--- config.mk ---
export PLATFORM = sky130hd
export DESIGN_NAME = gfmg_skid
export DESIGN_NICKNAME = d
export VERILOG_FILES = /design/src/hdl/gfmg_pkg.sv /design/src/hdl/gfmg_skid.sv
export SDC_FILE = /design/constraint.sdc
export NUM_CORES = 1
export LEC_CHECK = 0
export ABC_CLOCK_PERIOD_IN_PS = 18800
export BUFFER_PORTS_ARGS = -buffer_cell sky130_fd_sc_hd__buf_2
export CORE_UTILIZATION = 35
export CTS_CLUSTER_DIAMETER = 40
export DETAILED_ROUTE_END_ITERATION = 10
export GPL_TIMING_DRIVEN = 0
export PLACE_DENSITY = 0.64
export SETUP_SLACK_MARGIN = 0.02
export SLEW_MARGIN = 25
export SYNTH_ARGS = -nofsm -noshare
export SYNTH_HDL_FRONTEND = slang
export SYNTH_SLANG_ARGS = --single-unit
--- constraint.sdc ---
create_clock -name clk_i -period 18.8 [get_ports clk_i]
set_input_delay 2.82 -clock clk_i [delete_from_list [all_inputs] [get_ports clk_i]]
set_output_delay 2.82 -clock clk_i [all_outputs]
set_load 0.01 [all_outputs]
--- src/hdl/gfmg_pkg.sv ---
// shared constants, types and a helper function of the gaussian factor mean gradient block
package gfmg_pkg;

  localparam int FRAC_BITS = 16;

  // field widths
  localparam int XW   = 32;
  localparam int TAUW = 31;
  localparam int GW   = FRAC_BITS + 1;
  localparam int AUW  = 32;
  localparam int SQW  = 2 * AUW;
  localparam int U2W  = SQW - FRAC_BITS;
  localparam int PLW  = U2W / 2;
  localparam int PHW  = U2W - PLW;
  localparam int PW   = TAUW + U2W;
  localparam int PEW  = PW - FRAC_BITS - 1;

  // exp core in Q30
  localparam int     QB      = 30;
  localparam int     PB      = QB + 1;
  localparam int     RW      = QB;
  localparam longint LN2_Q30 = 64'd744261118;
  localparam longint E_MAX   = longint'(FRAC_BITS) * LN2_Q30;
  localparam int     ESH     = QB - FRAC_BITS;
  localparam longint C_LIM   = E_MAX >> ESH;
  localparam int     EW      = $clog2(E_MAX + 1);
  localparam int     EXW     = EW - ESH;
  localparam int     KW      = $clog2(FRAC_BITS + 1);
  localparam int     SW      = $clog2(QB + 1);
  localparam int     NSTEPS  = 9;
  localparam int     NW      = $clog2(NSTEPS + 1);
  localparam int     RECIP_SH = 32;
  localparam int     MW      = RECIP_SH + 1;
  localparam int     TW      = QB + MW;

  localparam logic [PB-1:0]   ONE_Q     = PB'(1) << QB;
  localparam logic [TAUW-1:0] TAU_RESET = TAUW'(1) << FRAC_BITS;
  localparam logic [XW-1:0]   SAT_NEG   = {1'b1, {(XW - 1){1'b0}}};
  localparam logic [XW-1:0]   SAT_POS   = {1'b0, {(XW - 1){1'b1}}};

  // configuration port
  localparam int CFG_IW = 2;
  localparam int CFG_DW = 32;
  localparam logic [CFG_IW-1:0] REG_MEAN = CFG_IW'(0);
  localparam logic [CFG_IW-1:0] REG_PREC = CFG_IW'(1);

  // per-item side data carried along the pipe
  typedef struct packed {
    logic [AUW-1:0] au;
    logic           neg;
    logic           mode;
    logic [U2W-1:0] u2;
    logic           zero;
    logic [KW-1:0]  k;
  } side_t;

  typedef struct packed {
    logic [GW-1:0] mean;
    logic [XW-1:0] grad_mu;
    logic [XW-1:0] grad_tau;
    logic          mode;
  } res_t;

  // floor(2^32 / n) for the horner divisors
  function automatic logic [MW-1:0] recip(input logic [NW-1:0] n);
    logic [MW-1:0] m;
    case (n)
      NW'(1):  m = MW'(64'd4294967296);
      NW'(2):  m = MW'(64'd2147483648);
      NW'(3):  m = MW'(64'd1431655765);
      NW'(4):  m = MW'(64'd1073741824);
      NW'(5):  m = MW'(64'd858993459);
      NW'(6):  m = MW'(64'd715827882);
      NW'(7):  m = MW'(64'd613566756);
      NW'(8):  m = MW'(64'd536870912);
      NW'(9):  m = MW'(64'd477218588);
      default: m = '0;
    endcase
    return m;
  endfunction

endpackage

--- src/hdl/gfmg_skid.sv ---
// output register with one skid entry, decoupling the pipe enable from the receiver
module gfmg_skid (
  input  logic           clk_i,
  input  logic           rst_ni,
  input  logic           vld_i,
  input  gfmg_pkg::res_t data_i,
  output logic           ready_o,
  output logic           out_valid_o,
  output gfmg_pkg::res_t out_data_o,
  input  logic           out_ready_i
);
  import gfmg_pkg::*;

  logic out_vld_q, skid_vld_q;
  res_t out_q, skid_q;
  logic take, out_free;

  assign ready_o  = !skid_vld_q;
  assign take     = ready_o && vld_i;
  assign out_free = !out_vld_q || out_ready_i;

  always_ff @(posedge clk_i or negedge rst_ni) begin
    if (!rst_ni) begin
      out_vld_q  <= 1'b0;
      skid_vld_q <= 1'b0;
    end else if (out_free) begin
      out_vld_q  <= skid_vld_q || take;
      skid_vld_q <= 1'b0;
    end else if (take) begin
      skid_vld_q <= 1'b1;
    end
  end

  always_ff @(posedge clk_i) begin
    if (out_free) begin
      if (skid_vld_q) begin
        out_q <= skid_q;
      end else if (take) begin
        out_q <= data_i;
      end
    end else if (take) begin
      skid_q <= data_i;
    end
  end

  assign out_valid_o = out_vld_q;
  assign out_data_o  = out_q;

endmodule

Word level (Yosys, flattened, before mapping)
Cells that the tools add are included.
Operators by class
  mux-type cells: 4
  bitwise operators: 1
  reductions and logical operators: 9
Operators with widths (count)
  two-way mux 82 bit: 2
  AND reduction 2 bit: 2
  nonzero test 2 bit: 2
  zero test 1 bit: 2
  logical OR 1 bit: 2
  two-way mux 1 bit: 2
  logical AND 1 bit: 1
  NOT 1 bit: 1
Word-level totals
  bits in registers: 166
  input bits: 86
  output and inout port bits: 84

Depth between registers and ports, before layout
  depth after elaboration: 4
  depth in mapped cells: 3
  mapped depth without buffers: 2

Least setup slack after synthesis
OpenSTA, ideal clock, no wires.
  path type: input -> register
  start point: in out_ready_i
  end point: reg skid_q[0] in the netlist's numbering, enable pin
  library setup time: 0.639 ns
  data arrival time: 8.987 ns
  slack: 9.174 ns
  cell stages on the path: 2
  path through: nand2b_1 nor3b_1
On the way
  longest elaborated chain between the ends: 3
Ends and longest elaborated chain
  start: declaration: RTL line gfmg_skid.sv:10  | input logic out_ready_i
  logical OR 1 bit: RTL line gfmg_skid.sv:20  | assign out_free = !out_vld_q || out_ready_i;
  NOT 1 bit (no source line)
  AND reduction 2 bit (no source line)
  end signal: assignment: RTL line gfmg_skid.sv:42  | skid_q <= data_i;
  end: declaration: RTL line gfmg_skid.sv:15  | res_t out_q, skid_q;
No other way between the ends.
A chain may end at the register's enable or synchronous reset.

Worst setup path in the final report
  start point: in out_ready_i
  end point: reg skid_q[57] in the netlist's numbering, enable pin
The elaborated chain is that of the path after synthesis.

==> reports/metrics.yaml <==
placement:
  portBuffers: 169
  dpl_cell_area_um2: 7540
  gp_congestion: 0.717
  pre_cts_slack_ps: 13980
  hpwlAfterDp_um: 8390
min_path:
  min_from: "skid_q[80]"
  hold_class: "register to register"
floorplan:
  core_um2: 17300
  die_area_um2: 18200
  die_w_um: 135
  die_h_um: 135
  rows: 48
  start_util_pct: 35.8
  ios: 170
power:
  power.total_uw: 890
  leakage_uw: 0.00320
  peakVddDrop_mv: 0.0573
  powerDensity_nw_per_um2: 109
sta:
  drv_slew: 0
  period_minus_slack_ps: 4330
  tns_ps: 0
  rsz0062_at_grt: "no"
  final_hold_viol_count: 0
  fmax_ghz: 0.231
  whs_ps: 546
  relSlewSlack_pct: 58.3
  finalSetupViolCount: 0
  post-route-period-util_pct: 23.1
  finClkSkew_ps: 6.81
  worstMarginPinSlew_ps: 623
  layout_setup_ws_ps: 14470
grt:
  grtUsageMet1_pct: 15.3
  grt_usage_pct: 13.0
  grt_antenna_before_repair: 1
  busiest_layer: "met2"
  grt_pass1_wl_um: 17600
  grtUsageMet3_pct: 4.50
  grt_overflow: 0
  gr-usage-met2_pct: 21.6
  grt_start_max_net_pins: 26
  grt_pass1_vias: 3307
worst_setup_path:
  r2r-start: "skid_vld_q"
  end_kind: "register"
  r2r_setup_slack_ps: 16390
  cp_max_fo: 10
  crit_path_end: "skid_q[57]"
  path_class: "input pin to register"
  critPathLaunchType: "input pin"
  rr_worst_depth: 7
  crit_start: "out_ready_i"
  worstReg2RegEnd: "skid_q[57]"
  worstPathArrival_ps: 4450
  crit_required_ps: 18920
synth:
  yosys-mux-area-fraction_pct: 17.8
  synth_cell_type_count: 13
  yosys_warnings: 0
  avgSynthCellArea_um2: 23.5
  synth_top_family_by_area: "multiplexers"
  ys_ff_latch: 166
  synthAdderAreaFrac_pct: 0
  syn_nets: 350
  synth_compound_area_share_pct: 0
  netlist_area_um2: 6190
  synthSimpleGateAreaFrac_pct: 0.505
  syn_inst: 264
  synth-seq-area-share_pct: 80.3
  synth-xor-area-share_pct: 0
detailed_routing:
  drc: 0
  dr.pass1.iters: 4
  wl_per_cell_um: 16.4
  viasPerCell: 4.46
  antenna_left: 0
  dr.first_iter.drc_count: 115
  vias: 3147
  routed_wl_um: 11600
final_layout:
  nets: 553
  fin_area_um2: 8150
  antennaDiodeCount: 0
  mostFrequentLayoutCells: "172 x buf_2, 164 x edfxtp_1, 48 x mux2_4"
  mostFrequentLayoutCell: "buf_2"
  drive_above_1_share_pct: 63.5
  filler_cell_count: 1504
  syn_to_final_growth_pct: 31.6
cts:
  numCtsBuffers: 17
  postCtsHoldBufs: 0
  post_cts_buffers: 0
  clockBufferDepth: 2
  cts_resized: 0
  clkSlewWorstSetupHoldPaths_ps: 60
  ctsHtreeMaxLevel: 4
  cts_tree: "yes"
  clkLatencyLatePin_ps: 410
  cts-root-buf: "clkbuf_16"
  clock_sinks: 166
flow_run:
  cap_violations: 0
run_status:
  status: "finished, final reports clean"
==> synthesized netlist by cell type <==
| master | count | area share, % |
|---|---|---|
| edfxtp_1 | 164 | 80 |
| mux2_4 | 48 | 12 |
| mux2_2 | 34 | 6.2 |
| buf_6 | 5 | 0.91 |
| buf_2 | 3 | 0.24 |
| dfrtp_1 | 2 | 0.81 |
| nor2_1 | 2 | 0.12 |
| buf_4 | 1 | 0.12 |
| inv_1 | 1 | 0.061 |
| nand2_1 | 1 | 0.061 |
| nand2b_1 | 1 | 0.10 |
| nor2b_1 | 1 | 0.10 |
| nor3b_1 | 1 | 0.12 |
==> report_power, final <==
part	switching [uW]	internal, uW	total (uW)
combinational	42.9	45.2	88.1
clock	138	221	360
sequential	5.64	437	443
total	187	703	890
==> stage by stage <==
step                      std cells  utilization, %
after floorplan                 264               -
after global placement          658            42.3
after detailed placement        673            43.6
after CTS                       705            47.1
after global routing            705            47.1
final                           705            47.1
==> flip-flops by register name (all words and copies together), names as in the netlist <==
| name | cells |
|---|---|
| out_data_o | 82 |
| skid_q | 82 |
| out_valid_o | 1 |
| skid_vld_q | 1 |
==> layer usage <==
layer | up-vias | share of wire, %
met5 | - | 0
met4 | 0 | 1.5
met3 | 16 | 6.2
met2 | 101 | 50
li1 | 1464 | -
met1 | 1566 | 42
==> cell families after synthesis <==
family / after synthesis
multiplexers: 82
buffers and inverters: 10
flip-flops: 166
AND/OR/NAND/NOR: 6
==> critical path, cell delays in order <==
cell,delay (ps)
buf_2,90
nand2b_1,190
nor3b_2,570
buf_6,230
buf_6,160
buf_4,180
buf_4,200
==> how the worst min path moves through the flow <==
stage | slack [ps] | end | cells after the start
3_3_place_gp | 530 | out_valid_o | 2
2_1_floorplan | 520 | out_data_o[78] | 1
6_report | 550 | out_data_o[80] | 1
5_1_grt | 560 | out_data_o[53] | 1
3_5_place_dp | 540 | out_data_o[24] | 1
4_1_cts | 550 | out_data_o[53] | 1
==> final cells by class <==
type	instances	area, um2	area share, %
multi-input cells	88	1150	14.1
inverters	1	3.75	0.0461
clock inverters	14	181	2.23
well taps	225	282	3.45
clock buffers	18	429	5.27
flip-flops and latches	166	4970	61.0
repair buffers	184	1050	12.9
plain buffers	9	78.8	0.967
Note: power is estimated with default switching activity, not from simulation.
